[config.mk]
export PLATFORM = sky130hd
export DESIGN_NAME = cfb_sequencer
export DESIGN_NICKNAME = d
export VERILOG_FILES = /design/src/hdl/cfb_pkg.sv /design/src/hdl/cfb_sequencer.sv
export SDC_FILE = /design/constraint.sdc
export NUM_CORES = 1
export LEC_CHECK = 0
export BUFFER_PORTS_ARGS = -buffer_cell sky130_fd_sc_hd__clkbuf_2
export CORE_ASPECT_RATIO = 1.25
export CORE_MARGIN = 5
export CORE_UTILIZATION = 50
export DETAILED_ROUTE_END_ITERATION = 12
export PLACE_DENSITY_LB_ADDON = 0.1
export SLEW_MARGIN = 30
export SYNTH_ARGS = -nofsm -noshare
export SYNTH_HDL_FRONTEND = slang
export SYNTH_SLANG_ARGS = --single-unit
[constraint.sdc]
create_clock -name clock -period 5.2 [get_ports clock]
set_input_delay 0.78 -clock clock [delete_from_list [all_inputs] [get_ports clock]]
set_output_delay 0.78 -clock clock [all_outputs]
set_load 0.05 [all_outputs]
[src/hdl/cfb_pkg.sv]
// ----------------------------------------------------------------------------
// cfb_pkg: shared types and constants of the command frame builder
// Frame layout constants, request and control structs, and the CRC-8 byte
// update (MSB first, polynomial 0x31).
// ----------------------------------------------------------------------------
`default_nettype none

package cfb_pkg;

   localparam int MAX_PAYLOAD = 8;
   localparam int PAYLOAD_W   = 64;
   localparam int LEN_W       = 4;
   localparam int HDR_BYTES   = 5;              // prefix, sync, length, axis, command
   localparam int FRAME_MAX   = HDR_BYTES + MAX_PAYLOAD + 1;
   localparam int POS_W       = $clog2(FRAME_MAX);

   localparam logic [7:0] FRAME_PREFIX = 8'h06;
   localparam logic [7:0] FRAME_SYNC   = 8'hAA;
   localparam logic [7:0] CRC_POLY     = 8'h31;
   localparam logic [7:0] CRC_TOP      = 8'h80;
   localparam logic [7:0] LEN_OVERHEAD = 8'd2;

   localparam logic [POS_W-1:0] POS_PREFIX = POS_W'(0);
   localparam logic [POS_W-1:0] POS_SYNC   = POS_W'(1);
   localparam logic [POS_W-1:0] POS_LEN    = POS_W'(2);
   localparam logic [POS_W-1:0] POS_AXIS   = POS_W'(3);
   localparam logic [POS_W-1:0] POS_CMD    = POS_W'(4);

   typedef enum logic {
      SEQ_IDLE,
      SEQ_SEND
   } seq_state_type;

   typedef struct packed {
      logic [7:0]           axis;
      logic [7:0]           command;
      logic [LEN_W-1:0]     payload_len;
      logic [PAYLOAD_W-1:0] payload_bytes;
   } req_type;

   typedef struct packed {
      logic       clear;
      logic       update;
      logic [7:0] data;
   } crc_ctrl_type;

   function automatic logic [7:0] crc8_byte(input logic [7:0] crc, input logic [7:0] data);
      logic [7:0] c;
      c = crc ^ data;
      for (int k = 0; k < 8; k++) begin
         if ((c & CRC_TOP) != 8'd0) begin
            c = (c << 1) ^ CRC_POLY;
         end else begin
            c = c << 1;
         end
      end
      return c;
   endfunction

endpackage

`default_nettype wire

[src/hdl/cfb_sequencer.sv]
// ----------------------------------------------------------------------------
// cfb_sequencer: frame sequencer
// Holds the request, walks the frame byte by byte and steers the CRC unit.
// ----------------------------------------------------------------------------
`default_nettype none

module cfb_sequencer
   import cfb_pkg::*;
(
   input  wire logic         clock,
   input  wire logic         reset,
   input  wire logic         accept,
   input  wire req_type      req,
   input  wire logic         slot_free,
   input  wire logic [7:0]   crc,
   output logic              busy,
   output logic              emit,
   output logic [7:0]        emit_byte,
   output logic              emit_last,
   output crc_ctrl_type      crc_ctrl
);

   seq_state_type        state_ff, state_in;
   logic [POS_W-1:0]     pos_ff, pos_in;
   logic [7:0]           axis_ff, axis_in;
   logic [7:0]           command_ff, command_in;
   logic [LEN_W-1:0]     len_ff, len_in;
   logic [PAYLOAD_W-1:0] payload_ff, payload_in;
   logic [LEN_W-1:0]     len_sat;
   logic                 is_crc;

   always_ff @(posedge clock) begin
      if (reset) begin
         state_ff <= SEQ_IDLE;
         pos_ff   <= '0;
      end else begin
         state_ff <= state_in;
         pos_ff   <= pos_in;
      end
   end

   always_ff @(posedge clock) begin
      axis_ff    <= axis_in;
      command_ff <= command_in;
      len_ff     <= len_in;
      payload_ff <= payload_in;
   end

   always_comb begin
      // saturate oversized lengths
      if (req.payload_len > LEN_W'(MAX_PAYLOAD)) begin
         len_sat = LEN_W'(MAX_PAYLOAD);
      end else begin
         len_sat = req.payload_len;
      end

      is_crc = ({1'b0, pos_ff} == (POS_W + 1)'(HDR_BYTES + 32'(len_ff)));

      case (pos_ff)
         POS_PREFIX: emit_byte = FRAME_PREFIX;
         POS_SYNC:   emit_byte = FRAME_SYNC;
         POS_LEN:    emit_byte = LEN_OVERHEAD + 8'(len_ff);
         POS_AXIS:   emit_byte = axis_ff;
         POS_CMD:    emit_byte = command_ff;
         default: begin
            if (is_crc) begin
               emit_byte = crc;
            end else begin
               emit_byte = payload_ff[7:0];
            end
         end
      endcase

      state_in   = state_ff;
      pos_in     = pos_ff;
      axis_in    = axis_ff;
      command_in = command_ff;
      len_in     = len_ff;
      payload_in = payload_ff;
      busy       = (state_ff == SEQ_SEND);
      emit       = 1'b0;
      emit_last  = 1'b0;
      crc_ctrl   = '{clear: 1'b0, update: 1'b0, data: emit_byte};

      case (state_ff)
         SEQ_IDLE: begin
            if (accept) begin
               axis_in         = req.axis;
               command_in      = req.command;
               len_in          = len_sat;
               payload_in      = req.payload_bytes;
               pos_in          = POS_PREFIX;
               crc_ctrl.clear  = 1'b1;
               state_in        = SEQ_SEND;
            end
         end
         SEQ_SEND: begin
            if (slot_free) begin
               emit            = 1'b1;
               emit_last       = is_crc;
               crc_ctrl.update = (pos_ff != POS_PREFIX) && !is_crc;
               pos_in          = pos_ff + POS_W'(1);
               // advance the payload after each payload byte
               if (pos_ff > POS_CMD && !is_crc) begin
                  payload_in = payload_ff >> 8;
               end
               if (is_crc) begin
                  state_in = SEQ_IDLE;
               end
            end
         end
         default: begin
            state_in = SEQ_IDLE;
         end
      endcase
   end

endmodule

`default_nettype wire

======== Word level (Yosys, flattened, before mapping) ========
Index checks and enable logic that the tools add are counted.
word-level totals
  bits in registers ....................... 89
  bits of input ports ..................... 96
  output and inout port bits .............. 21
  logic and storage cells ................. 48
operators by class
  add/subtract/negate cells ............... 3
  order comparisons ....................... 2
  equality and inequality tests ........... 8
  muxes and demuxes ....................... 20
  bitwise operators ....................... 1
  reduce and logical (&&, ||, !) cells .... 8
operator list
  operator             count
  $mux 64              3
  $pmux 64 s2          1
  $pmux 8 s5           1
  $mux 1               10
  $eq 4x2->1 const B   2
  $mux 4               2
  $mux 8               1
  $pmux 4 s2           1
  $add 2x4->5 const A  1
  $add 3x4->5 const A  1
  $eq 4x5->1           1
  $add 4x1->4 const B  1
  $eq 4x1->1 const B   1
  $eq 4x3->1 const B   1
  $gt 4x3->1 const B   1
  $gt 4x4->1 const B   1
  $logic_not 4->1      1
  $ne 2x2->1 const B   2
  $reduce_and 2->1     2
  $reduce_bool 4->1    1
  $reduce_and 3->1     1
  $logic_and 1x1->1    2
  $ne 2x1->1 const B   1
  $pmux 1 s2           1
  other kinds (2)      2

======== Depth between registers and ports, before layout ========
  depth in word-level cells ............... 7
  depth in mapped cells ................... 10
  depth with buffers taken out ............ 7

======== Least setup slack after synthesis ========
OpenSTA, ideal clock, no wires.
  path type ............................... input -> register
  start point ............................. input slot_free
  end point ............................... register payload_ff[0], enable pin
  library setup time ...................... 499 ps
  arrival ................................. 4642 ps
  required time ........................... 4701 ps
  setup slack ............................. 59 ps
  stages .................................. 4
  buffers on the path ..................... 1
  cell sequence ........................... and2_1 -> clkbuf_1 -> nand2b_1 -> o21bai_1
on the way
  longest elaborated chain between the ends .. 2
RTL lines
  what                               RTL line             source
  from (decl)                        cfb_sequencer.sv:14  input wire logic slot_free,
  $ne 2x2->1 (no source line)        -
  $reduce_and 3->1 (no source line)  -
  to (signal assigned)               cfb_sequencer.sv:46  payload_ff <= payload_in;
  to (decl)                          cfb_sequencer.sv:28  logic [PAYLOAD_W-1:0] payload_ff, payload_in;
Every way passes these cells.
A chain may end at the register's enable or synchronous reset.

==> reports/results.md <==
| Parameter | This run |
|---|---|
| Most instantiated cells after synthesis | sky130_fd_sc_hd__edfxtp_1, sky130_fd_sc_hd__mux2_2, sky130_fd_sc_hd__a21oi_1 |
| Sum of net half-perimeters after detailed placement | 5.691 mm |
| Synthesized area per cell | 14.51 um^2 |
| Global-route congestion overflow total | 0 |
| Combined global-route utilization of all metal layers | 16.31% |
| Port Buffers | 116 |
| Setup fix buffers added after clock tree synthesis | 0 |
| Yosys synthesis warning count | 0 |
| Number of hold violations in the final report | 0 |
| Clock tree from TritonCTS | yes |
| Final worst clock skew | 0.004961 ns |
| Crit path cell chain | ha_1 -> and2b_1 -> o2111ai_1 -> a211oi_4 -> mux2i_1 -> a21oi_1 -> clkbuf_2 |
| Maximum number of pins on one net before global-route repair | 70 |
| Post-synthesis cell area | 4134 um^2 |
| Cell chosen for the clock root | sky130_fd_sc_hd__clkbuf_8 |
| Pin slew with the least headroom to its limit | 0.8438 ns |
| Startpoint type of the worst setup path | register |
| Total count of max-transition violations in the final report | 0 |
| Via count of the first global-routing pass | 2754 |
| Cell type group with the largest total delay on the critical path | compound AO/OA/AOI/OAI gates |
| Ranking of synthesized cells by area | sky130_fd_sc_hd__edfxtp_1, sky130_fd_sc_hd__mux2_2, sky130_fd_sc_hd__dfxtp_1 |
| Die Area | 10200 um^2 |
| Number of antenna violations at the first check in global routing | 0 |
| Number of sinks handled by clock tree synthesis | 89 |
| Worst-case clock buffer depth | 2 |
| Fin crit share | 70.12% |
| DRT iter0 DRCs | 128 |
| Critical path endpoint category | output port |
| Die height | 111.7 um |
| Antenna Violating Nets Remaining | 0 |
| Initial cell density of the core | 50.74% |
| Total via count in the routed design | 2554 |
| Post-synth net total | 388 |
| Async SR Flop Fraction | 0% |
| Placeable core area | 8148 um^2 |
| Run status | completed |
| Number of core rows | 37 |
| Static leakage power | 0.001955 uW |
| Clk slew on worst S/H paths | 0.08 ns |
| Via/cell ratio | 5.191 |
| Wirelength per Cell | 16.33 um |
| Ratio of cells with drive above 1 in the final layout | 49.37% |
| Ratio of total power to cell area | 316.3 nW/um^2 |
| Cell with the most instances after synthesis | sky130_fd_sc_hd__edfxtp_1 |
| Wire length of the first global-routing pass | 13.11 mm |
| Total detailed-routing wirelength | 8.036 mm |
| Cell type with the largest total area after synthesis | sky130_fd_sc_hd__edfxtp_1 |
| Final estimated routing congestion in global placement | 0.8200 |
| Worst Path Buf+Inv | 1 |
| Final count of negative-setup-slack endpoints | 0 |
| CP Max Fanout | 12 |
| Hold WC Path Type | register to register |
| Cells after synthesis | 285 |
| Category of the critical setup timing path | register to output port |
| Max-slew headroom | 43.75% |
| Number of nets in the finished design | 493 |
| Number of different library cells in the post-synthesis netlist | 42 |
| Quantity of gates resized following cts | 0 |
| Minimum setup slack after placement | 1.728 ns |
| Largest stage delay on the critical path | 0.67 ns |
| Register area share after synthesis | 63.44% |
| CTS Buf Count | 9 |
| Unrepaired setup endpoints after global routing | no |
| Synthesis-to-finish area growth | 19.76% |
| Arrival time reported for the critical path endpoint | 2.87 ns |
| # fillers | 676 |
| Total of flip-flops plus latches after synthesis | 89 |
| I/O Pins | 117 |
| Worst VDD drop | 0.2327 mV |
| Setup slack after layout | 1.554 ns |
| Max H-tree Level | 3 |
| Count of flip-flops with a built-in enable after synthesis | 84 |
| Max Fclk | 274.2 MHz |
| Die Width | 91.33 um |
| Slowest-stage cell, CP | sky130_fd_sc_hd__a211oi_4 |
| Antenna cell count | 0 |
| Post-detailed-route DRC marker count | 0 |
| DR pass1 iterations | 4 |
| Worst skew pair latency | 0.35 ns |
| Total negative slack | 0 ns |
| Area share of the largest cell type after synthesis | 61.02% |
| Max-capacitance violation count | 0 |
| Shortest period the worst path allows | 3.646 ns |
| Commonest register cell after synthesis | sky130_fd_sc_hd__edfxtp_1 |
| CP Data Required Time | 4.42 ns |
| Hold-fix buffers at CTS | 0 |
## metrics by stage
step	area (um^2)	std cells	hold WS, ns	utilization [%]	total power [uW]
CTS	4943	492	0.5478	60.67	1585
global route	4951	492	0.5526	60.76	1636
finish	4951	492	0.5486	60.76	1566
floorplan	4134	285	0.5232	-	1025
global placement	4735	476	0.5257	58.11	1080
detailed placement	4735	476	0.5318	58.11	1085
## sequential cells by signal, summed over array words and instances (netlist names)
register / cells
payload_ff: 64
axis_ff: 8
command_ff: 8
len_ff: 4
pos_ff: 4
busy: 1
## path summary, 6_finish.rpt
path / start / to / slack, ns / depth (start not counted)
min: payload_ff[46] / payload_ff[38] / 0.55 / 1
max reg2reg: len_ff[2] / payload_ff[50] / 1.93 / 8
max: len_ff[0] / crc_ctrl[3] / 1.55 / 7
min reg2reg: payload_ff[46] / payload_ff[38] / 0.55 / 1
## power by group
group	switching (uW)	internal (uW)	total [uW]
Sequential	26.5	843	869
Combinational	107	89.9	197
Clock	233	266	499
## cell usage in the layout, fill, tap and decap left out, types with 2 or more instances in the layout
master / instances
sky130_fd_sc_hd__clkbuf_2: 116
sky130_fd_sc_hd__edfxtp_1: 84
sky130_fd_sc_hd__mux2_2: 56
sky130_fd_sc_hd__a21oi_1: 17
sky130_fd_sc_hd__nor2b_1: 12
sky130_fd_sc_hd__nor2_1: 10
sky130_fd_sc_hd__nand2_1: 10
sky130_fd_sc_hd__clkbuf_8: 9
sky130_fd_sc_hd__inv_1: 7
sky130_fd_sc_hd__ha_1: 7
sky130_fd_sc_hd__mux2i_1: 6
sky130_fd_sc_hd__nor3_1: 5
sky130_fd_sc_hd__o21ai_0: 4
sky130_fd_sc_hd__dfxtp_1: 4
sky130_fd_sc_hd__and2b_1: 3
sky130_fd_sc_hd__xnor2_1: 3
sky130_fd_sc_hd__a22o_1: 3
sky130_fd_sc_hd__xor2_1: 2
sky130_fd_sc_hd__a22oi_1: 2
sky130_fd_sc_hd__nand4_1: 2
sky130_fd_sc_hd__nand3_1: 2
sky130_fd_sc_hd__o211ai_1: 2
sky130_fd_sc_hd__a221oi_1: 2
sky130_fd_sc_hd__clkinv_2: 2
sky130_fd_sc_hd__bufinv_16: 2
sky130_fd_sc_hd__clkinv_1: 2
sky130_fd_sc_hd__buf_4: 2
## area by class of cell
class | instances | area, um^2 | share of cell area, %
timing repair buffer | 118 | 595.6 | 12.03
tap | 97 | 121.4 | 2.451
multi-input combinational | 165 | 1373 | 27.72
sequential | 89 | 2626 | 53.05
inverter | 7 | 26.28 | 0.5307
clock buffer | 9 | 123.9 | 2.502
clock inverter | 7 | 85.08 | 1.718
## worst register-to-register path, cell delays in order, from the launching register on
cell and delay (ns):
sky130_fd_sc_hd__edfxtp_1 0.47, sky130_fd_sc_hd__inv_1 0.10, sky130_fd_sc_hd__ha_1 0.22, sky130_fd_sc_hd__a21o_2 0.21, sky130_fd_sc_hd__a32oi_1 0.24, sky130_fd_sc_hd__a211oi_4 0.20, sky130_fd_sc_hd__nand2b_1 0.25, sky130_fd_sc_hd__o21bai_4 0.64
sky130_fd_sc_hd__buf_4 0.55
## metal layers
| layer | global-route usage, % | part of all wire, % | up-vias |
|---|---|---|---|
| met5 | 0 | 0 | - |
| met4 | 7.828 | 2.4 | 0 |
| met3 | 5.811 | 8.8 | 13 |
| met2 | 25.51 | 48 | 103 |
| met1 | 20.05 | 41 | 1180 |
| li1 | - | - | 1258 |
## cell families (layout without fill, tap and decap cells)
group / count (synthesis) / count (layout) / share of synthesized area, %
DFF: 89 / 89 / 63.44
and+or+nand+nor: 50 / 50 / 6.266
buffers and inverters: 31 / 141 / 3.874
muxes: 62 / 62 / 16.71
adders and majority gates: 7 / 7 / 2.119
xor gates and xnor gates: 5 / 5 / 1.060
AOI/OAI and AO/OA: 41 / 41 / 6.538
(Power assumes the default switching activity.)
