<file path="config.mk">
export PLATFORM = sky130hd
export DESIGN_NAME = cfb_crc_unit
export DESIGN_NICKNAME = d
export VERILOG_FILES = /design/src/hdl/cfb_pkg.sv /design/src/hdl/cfb_crc_unit.sv
export SDC_FILE = /design/constraint.sdc
export NUM_CORES = 1
export LEC_CHECK = 0
export BUFFER_PORTS_ARGS = -buffer_cell sky130_fd_sc_hd__buf_2
export CORE_AREA = 2 2 39 41
export DETAILED_ROUTE_END_ITERATION = 10
export DIE_AREA = 0 0 41 43
export PLACE_DENSITY = 0.68
export SLEW_MARGIN = 20
export SYNTH_ARGS = -nofsm -noshare
export SYNTH_HDL_FRONTEND = slang
export SYNTH_SLANG_ARGS = --single-unit
</file>
<file path="constraint.sdc">
create_clock -name clock -period 4.45 [get_ports clock]
set_input_delay 0.89 -clock clock [delete_from_list [all_inputs] [get_ports clock]]
set_output_delay 0.89 -clock clock [all_outputs]
set_load 0.005 [all_outputs]
</file>
<file path="src/hdl/cfb_pkg.sv">
// ----------------------------------------------------------------------------
// cfb_pkg: shared types and constants of the command frame builder
// Frame layout constants, request and control structs, and the CRC-8 byte
// update (MSB first, polynomial 0x31).
// ----------------------------------------------------------------------------
`default_nettype none

package cfb_pkg;

   localparam int MAX_PAYLOAD = 8;
   localparam int PAYLOAD_W   = 64;
   localparam int LEN_W       = 4;
   localparam int HDR_BYTES   = 5;              // prefix, sync, length, axis, command
   localparam int FRAME_MAX   = HDR_BYTES + MAX_PAYLOAD + 1;
   localparam int POS_W       = $clog2(FRAME_MAX);

   localparam logic [7:0] FRAME_PREFIX = 8'h06;
   localparam logic [7:0] FRAME_SYNC   = 8'hAA;
   localparam logic [7:0] CRC_POLY     = 8'h31;
   localparam logic [7:0] CRC_TOP      = 8'h80;
   localparam logic [7:0] LEN_OVERHEAD = 8'd2;

   localparam logic [POS_W-1:0] POS_PREFIX = POS_W'(0);
   localparam logic [POS_W-1:0] POS_SYNC   = POS_W'(1);
   localparam logic [POS_W-1:0] POS_LEN    = POS_W'(2);
   localparam logic [POS_W-1:0] POS_AXIS   = POS_W'(3);
   localparam logic [POS_W-1:0] POS_CMD    = POS_W'(4);

   typedef enum logic {
      SEQ_IDLE,
      SEQ_SEND
   } seq_state_type;

   typedef struct packed {
      logic [7:0]           axis;
      logic [7:0]           command;
      logic [LEN_W-1:0]     payload_len;
      logic [PAYLOAD_W-1:0] payload_bytes;
   } req_type;

   typedef struct packed {
      logic       clear;
      logic       update;
      logic [7:0] data;
   } crc_ctrl_type;

   function automatic logic [7:0] crc8_byte(input logic [7:0] crc, input logic [7:0] data);
      logic [7:0] c;
      c = crc ^ data;
      for (int k = 0; k < 8; k++) begin
         if ((c & CRC_TOP) != 8'd0) begin
            c = (c << 1) ^ CRC_POLY;
         end else begin
            c = c << 1;
         end
      end
      return c;
   endfunction

endpackage

`default_nettype wire

</file>
<file path="src/hdl/cfb_crc_unit.sv">
// ----------------------------------------------------------------------------
// cfb_crc_unit: CRC-8 accumulator
// Folds one byte per cycle into the running CRC while update is set; cleared at frame start.
// ----------------------------------------------------------------------------
`default_nettype none

module cfb_crc_unit
   import cfb_pkg::*;
(
   input  wire logic         clock,
   input  wire logic         reset,
   input  wire crc_ctrl_type ctrl,
   output logic [7:0]        crc
);

   logic [7:0] crc_ff;
   logic [7:0] crc_in;

   always_comb begin
      crc_in = crc_ff;
      if (ctrl.clear) begin
         crc_in = 8'd0;
      end else if (ctrl.update) begin
         crc_in = crc8_byte(crc_ff, ctrl.data);
      end
   end

   always_ff @(posedge clock) begin
      if (reset) begin
         crc_ff <= 8'd0;
      end else begin
         crc_ff <= crc_in;
      end
   end

   assign crc = crc_ff;

endmodule

`default_nettype wire

</file>
Word-level counts from Yosys, hierarchy flattened
Index checks and enable logic that the tools add are counted.
{"block": "word_totals", "ff_bits": 8, "inputBits": 12, "out_inout_bits": 8, "elab_cells": 33}
{"block": "classes", "n_mux": 22, "bitwise_logic": 9, "reduce_logical": 1}
{"op": "$mux 8", "n": 14}
{"op": "$mux 6", "n": 8}
{"op": "$not 3->3", "n": 8}
{"op": "$xor 8x8->8", "n": 1}
{"op": "$reduce_or 2->1", "n": 1}

Depth between registers and ports, before layout
{"block": "depth", "depth_word": 31, "mapped_depth": 4, "depth_no_buf": 4}

Least setup slack after synthesis
OpenSTA, ideal clock, no wires.
{"block": "synth_timing", "path_type": "input port to flip-flop", "startpoint": "in ctrl[7] in the netlist's numbering", "endpoint": "reg crc_ff[3], in the netlist crc[3]", "setup_ps": 103, "arrival_time_ps": 1952, "required_ps": 4347, "slack_ps": 2394, "cell_stages": 3, "path_buffers": 0, "path_cell_list": "xnor2_1 xor3_4 a2111oi_2"}
{"block": "synth_via", "elab_chain_len": 22}
{"item": "start, declared", "line": "cfb_crc_unit.sv:12", "rtl": "input wire crc_ctrl_type ctrl,"}
{"item": "$xor 8x8->8 *", "line": "cfb_pkg.sv:49", "rtl": "c = crc ^ data;"}
{"item": "$mux 6 *", "line": "cfb_pkg.sv:51", "rtl": "if ((c & CRC_TOP) != 8'd0) begin"}
{"item": "$mux 8 *", "line": "cfb_crc_unit.sv:23", "rtl": "end else if (ctrl.update) begin"}
{"item": "$mux 8 *", "line": "cfb_crc_unit.sv:21", "rtl": "if (ctrl.clear) begin"}
{"item": "$not 3->3 (no source line)"}
{"item": "$mux 6 *", "line": "cfb_pkg.sv:51"}
{"item": "$mux 8 *", "line": "cfb_crc_unit.sv:23"}
{"item": "$mux 8 *", "line": "cfb_crc_unit.sv:21"}
{"item": "(+6 left out)"}
{"item": "$mux 8 *", "line": "cfb_crc_unit.sv:21"}
{"item": "$mux 6 *", "line": "cfb_pkg.sv:51"}
{"item": "$mux 8 *", "line": "cfb_crc_unit.sv:23"}
{"item": "$mux 8 *", "line": "cfb_crc_unit.sv:21"}
{"item": "$mux 6 *", "line": "cfb_pkg.sv:51"}
{"item": "$mux 8 *", "line": "cfb_crc_unit.sv:23"}
{"item": "$mux 8 *", "line": "cfb_crc_unit.sv:21"}
{"item": "$mux 6 *", "line": "cfb_pkg.sv:51"}
{"item": "end signal, assigned", "line": "cfb_crc_unit.sv:32", "rtl": "crc_ff <= crc_in;"}
{"item": "end, declared", "line": "cfb_crc_unit.sv:16", "rtl": "logic [7:0] crc_ff;"}
Mark *: on every way between the ends. The rest lies on a longest branch, timed or not. The select of a mux whose other input is x is not followed.
A chain may end at the register's enable or synchronous reset.

Worst setup path after layout
{"block": "layout_timing", "startpoint": "in ctrl[6] in the netlist's numbering", "endpoint": "reg crc_ff[0], in the netlist crc[0]"}
{"block": "layout_via", "elab_chain_len": 18}
{"item": "$xor 8x8->8", "line": "cfb_pkg.sv:49"}
{"item": "$mux 8", "line": "cfb_crc_unit.sv:23"}
{"item": "$mux 8", "line": "cfb_crc_unit.sv:21"}
{"item": "$mux 6", "line": "cfb_pkg.sv:51"}
{"item": "$mux 8", "line": "cfb_crc_unit.sv:23"}
{"item": "$mux 8", "line": "cfb_crc_unit.sv:21"}
{"item": "$mux 8", "line": "cfb_crc_unit.sv:23"}
{"item": "$mux 8", "line": "cfb_crc_unit.sv:21"}
{"item": "(+2 left out)"}
{"item": "$mux 6", "line": "cfb_pkg.sv:51"}
{"item": "$mux 8", "line": "cfb_crc_unit.sv:23"}
{"item": "$mux 8", "line": "cfb_crc_unit.sv:21"}
{"item": "$mux 8", "line": "cfb_crc_unit.sv:23"}
{"item": "$mux 8", "line": "cfb_crc_unit.sv:21"}
{"item": "$mux 8", "line": "cfb_crc_unit.sv:23"}
{"item": "$mux 8", "line": "cfb_crc_unit.sv:21"}
{"item": "$mux 6", "line": "cfb_pkg.sv:51"}
Every way passes these cells. The select of a mux whose other input is x is not followed.

==> impl_metrics.xml <==
<?xml version="1.0" encoding="UTF-8"?>
<metrics>
  <group name="finish">
    <metric name="drive_above_1_share" unit="">0.377</metric>
    <metric name="regArea" unit="µm²">160</metric>
    <metric name="largest_register_ffs" unit="">8</metric>
    <metric name="area_delta_synth_final" unit="%">24.7</metric>
    <metric name="antenna-diode-count" unit="">0</metric>
    <metric name="layout.filler_cells" unit="">133</metric>
    <metric name="footprint_of_the_multi_input_gates" unit="µm²">375</metric>
    <metric name="number_of_nets_at_the_end_of_the_flow" unit="">83</metric>
  </group>
  <group name="timing">
    <metric name="achievable-frequency" unit="GHz">0.494</metric>
    <metric name="finalHoldWorstSlack" unit="ns">0.510</metric>
    <metric name="worst_clock_skew" unit="ns">0.00179</metric>
    <metric name="rsz0062_at_grt" unit="">false</metric>
    <metric name="final-max-slew-violation-count" unit="">0</metric>
    <metric name="tns" unit="ns">0</metric>
    <metric name="hold_viol" unit="">0</metric>
    <metric name="timing.final.setup_violations" unit="">0</metric>
    <metric name="final.period_utilization" unit="">0.455</metric>
    <metric name="timing_worst_slew_pin_value" unit="ns">0.349</metric>
    <metric name="final_critical_path_setup_slack" unit="ns">2.43</metric>
    <metric name="max_slew_margin" unit="">0.766</metric>
    <metric name="fin_crit" unit="ns">2.02</metric>
  </group>
  <group name="grt">
    <metric name="globalRouteOverflowTotal" unit="">0</metric>
    <metric name="grt_max_degree" unit="">15</metric>
    <metric name="antenna_found_initial" unit="">0</metric>
    <metric name="grt_pass1_vias" unit="">415</metric>
    <metric name="wire_length_of_the_first_global_routing_pass" unit="µm">1720</metric>
    <metric name="groute.usage.overall" unit="">0.150</metric>
  </group>
  <group name="synth">
    <metric name="syn-mean-instance-area" unit="µm²">11.3</metric>
    <metric name="synth_top_area_frac" unit="">0.295</metric>
    <metric name="synthesis.instances" unit="">48</metric>
    <metric name="post_synthesis_sequential_area_ratio" unit="">0.295</metric>
    <metric name="synthTopCellsByArea" unit="">sky130_fd_sc_hd__dfxtp_1 (29%), sky130_fd_sc_hd__xnor3_1 (17%), sky130_fd_sc_hd__xnor2_1 (15%)</metric>
    <metric name="synth_top_cell_by_area" unit="">sky130_fd_sc_hd__dfxtp_1</metric>
    <metric name="synthesis_warnings" unit="">0</metric>
    <metric name="synth.ff_latch_count" unit="">8</metric>
    <metric name="synth_ff_type" unit="">sky130_fd_sc_hd__dfxtp_1</metric>
    <metric name="asyncSetResetFlopFracSynth" unit="">0</metric>
    <metric name="yosys.cell_count.top_type" unit="">sky130_fd_sc_hd__xnor2_1</metric>
    <metric name="synth.distinct_cells" unit="">16</metric>
    <metric name="synthesis.area" unit="µm²">543</metric>
    <metric name="post_synth_most_frequent_cells" unit="">sky130_fd_sc_hd__xnor2_1 (9), sky130_fd_sc_hd__dfxtp_1 (8), sky130_fd_sc_hd__o21ai_0 (6), sky130_fd_sc_hd__a21oi_1 (5)</metric>
    <metric name="synth_edf_count" unit="">0</metric>
    <metric name="syn-num-nets" unit="">60</metric>
  </group>
  <group name="route">
    <metric name="wl_per_instance" unit="µm">12.3</metric>
    <metric name="drtPass1Iterations" unit="">4</metric>
    <metric name="routed_wl" unit="µm">1040</metric>
    <metric name="dr.first_iter.drc_count" unit="">3</metric>
    <metric name="drc" unit="">0</metric>
    <metric name="remaining_antenna_violation_count_after_routing" unit="">0</metric>
    <metric name="via_count" unit="">424</metric>
    <metric name="vias_per_cell" unit="">4.99</metric>
  </group>
  <group name="status">
    <metric name="outcome" unit="">finished, final reports clean</metric>
  </group>
  <group name="min_path">
    <metric name="hold_path_depth" unit="">2</metric>
    <metric name="holdPathEnd" unit="">crc[0]</metric>
    <metric name="min-delay-start" unit="">crc[0]</metric>
    <metric name="hold_path_class" unit="">register to register</metric>
  </group>
  <group name="pwr">
    <metric name="clkPwrFrac" unit="">0.229</metric>
    <metric name="power.share.sequential" unit="">0.339</metric>
    <metric name="internal_power" unit="mW">0.173</metric>
    <metric name="cellPowerDensity" unit="nW/µm²">362</metric>
    <metric name="total_leakage_power" unit="nW">0.333</metric>
    <metric name="peakVddDrop" unit="mV">0.155</metric>
    <metric name="swShare" unit="">0.295</metric>
    <metric name="power.combinational.fraction" unit="">0.433</metric>
    <metric name="p_switching" unit="mW">0.0721</metric>
  </group>
  <group name="placed_design">
    <metric name="gp_congestion" unit="">0.701</metric>
    <metric name="dpl.hpwl" unit="µm">819</metric>
    <metric name="port-buffer-count" unit="">19</metric>
    <metric name="dp_slack" unit="ns">2.17</metric>
  </group>
  <group name="die">
    <metric name="initial_utilization" unit="">0.392</metric>
    <metric name="fp-row-count" unit="">14</metric>
    <metric name="io_pins" unit="">20</metric>
    <metric name="die_h" unit="µm">43</metric>
    <metric name="dieWidth" unit="µm">41</metric>
    <metric name="core" unit="µm²">1380</metric>
    <metric name="design.die.area" unit="µm²">1760</metric>
  </group>
  <group name="setup_path">
    <metric name="worst_setup_path_end_kind" unit="">register</metric>
    <metric name="setup.worst_path.start_class" unit="">primary input</metric>
    <metric name="worst_ep_arrival_time" unit="ns">2.21</metric>
    <metric name="timing.critical_path.required" unit="ns">4.64</metric>
    <metric name="regToRegStartpoint" unit="">crc[6]</metric>
    <metric name="r2r_slack" unit="ns">2.81</metric>
    <metric name="setup.worst_path.class" unit="">primary input to register</metric>
    <metric name="rr_worst_depth" unit="">4</metric>
    <metric name="critical_path_peak_fanout" unit="">4</metric>
    <metric name="r2r_end" unit="">crc[0]</metric>
  </group>
  <group name="flow_run">
    <metric name="drv_cap" unit="">0</metric>
  </group>
  <group name="clock_network">
    <metric name="ctsHoldBuffers" unit="">0</metric>
    <metric name="clk_latency" unit="ns">0.25</metric>
    <metric name="post_cts_gate_resize_count" unit="">0</metric>
    <metric name="cts_root_buffer" unit="">sky130_fd_sc_hd__clkbuf_4</metric>
    <metric name="clock_sink_count" unit="">8</metric>
    <metric name="cts_buffers" unit="">3</metric>
    <metric name="clk_path_buf_depth" unit="">2</metric>
    <metric name="cts_setup_buffers" unit="">0</metric>
    <metric name="cts_tree" unit="">built</metric>
    <metric name="clk_transition_reported_paths" unit="ns">0.05</metric>
    <metric name="htree_num_levels" unit="">1</metric>
  </group>
</metrics>
==> stage by stage <==
stage | power (mW) | instances | util | instance area (µm²)
after floorplan | 0.168 | 48 | - | 543
after global placement | 0.189 | 82 | 0.473 | 654
after detailed placement | 0.191 | 82 | 0.473 | 654
after CTS | 0.248 | 85 | 0.489 | 677
after global routing | 0.259 | 85 | 0.489 | 677
final | 0.245 | 85 | 0.489 | 677
==> cell type report <==
class                           instances  share of cell area
Tap cell                               16              0.0296
Inverter                                1             0.00555
Clock buffer                            3              0.0333
Sequential cell                         8               0.237
Timing Repair Buffer                   19               0.140
Multi-Input combinational cell         38               0.555
==> how the worst max path moves through the flow <==
stage / end / start
floorplan: crc[3] / ctrl[7]
detailed placement: crc[0] / ctrl[6]
finish: crc[0] / ctrl[6]
global route: crc[0] / ctrl[6]
CTS: crc[0] / ctrl[6]
global placement: crc[0] / ctrl[6]
==> layer usage <==
layer	vias to the layer above	part of all wire	routed length [µm]	track usage
met3	4	0.055	57	0.0314
met2	17	0.46	477	0.219
met5	-	0	0	0
met4	0	0.032	33	0.120
met1	189	0.45	474	0.180
li1	214	-	-	-
==> layout by cell type, fill, tap and decap left out, drive strengths merged, types with 2 or more instances in the layout <==
| cell | count |
|---|---|
| xnor2 | 11 |
| o21ai | 6 |
| clkbuf | 3 |
| xor3 | 2 |
| a21oi | 5 |
| buf | 19 |
| xnor3 | 4 |
| dfxtp | 8 |
| nor2 | 4 |
| xor2 | 2 |
==> cell families (layout without fill, tap and decap cells) <==
| family | Yosys count | count (layout) | synth area share |
|---|---|---|---|
| buf+inv | 2 | 23 | 0.0138 |
| compound gates | 13 | 13 | 0.143 |
| simple gates | 6 | 6 | 0.0507 |
| xor+xnor | 19 | 19 | 0.498 |
| flops | 8 | 8 | 0.295 |
==> worst max-delay path: stages <==
cell,delay (ns)
sky130_fd_sc_hd__buf_2,0.11
sky130_fd_sc_hd__xnor2_2,0.28
sky130_fd_sc_hd__xnor3_1,0.47
sky130_fd_sc_hd__or3_1,0.32
sky130_fd_sc_hd__a21boi_1,0.14
==> power groups by stage <==
stage	clock, mW	combinational [mW]	sequential [mW]
after floorplan	0	0.0828	0.0848
after global placement	0	0.104	0.0843
after detailed placement	0	0.106	0.0845
after CTS	0.0580	0.107	0.0831
after global routing	0.0596	0.116	0.0840
final	0.0559	0.106	0.0829
Note: power is estimated with default switching activity, not from simulation.
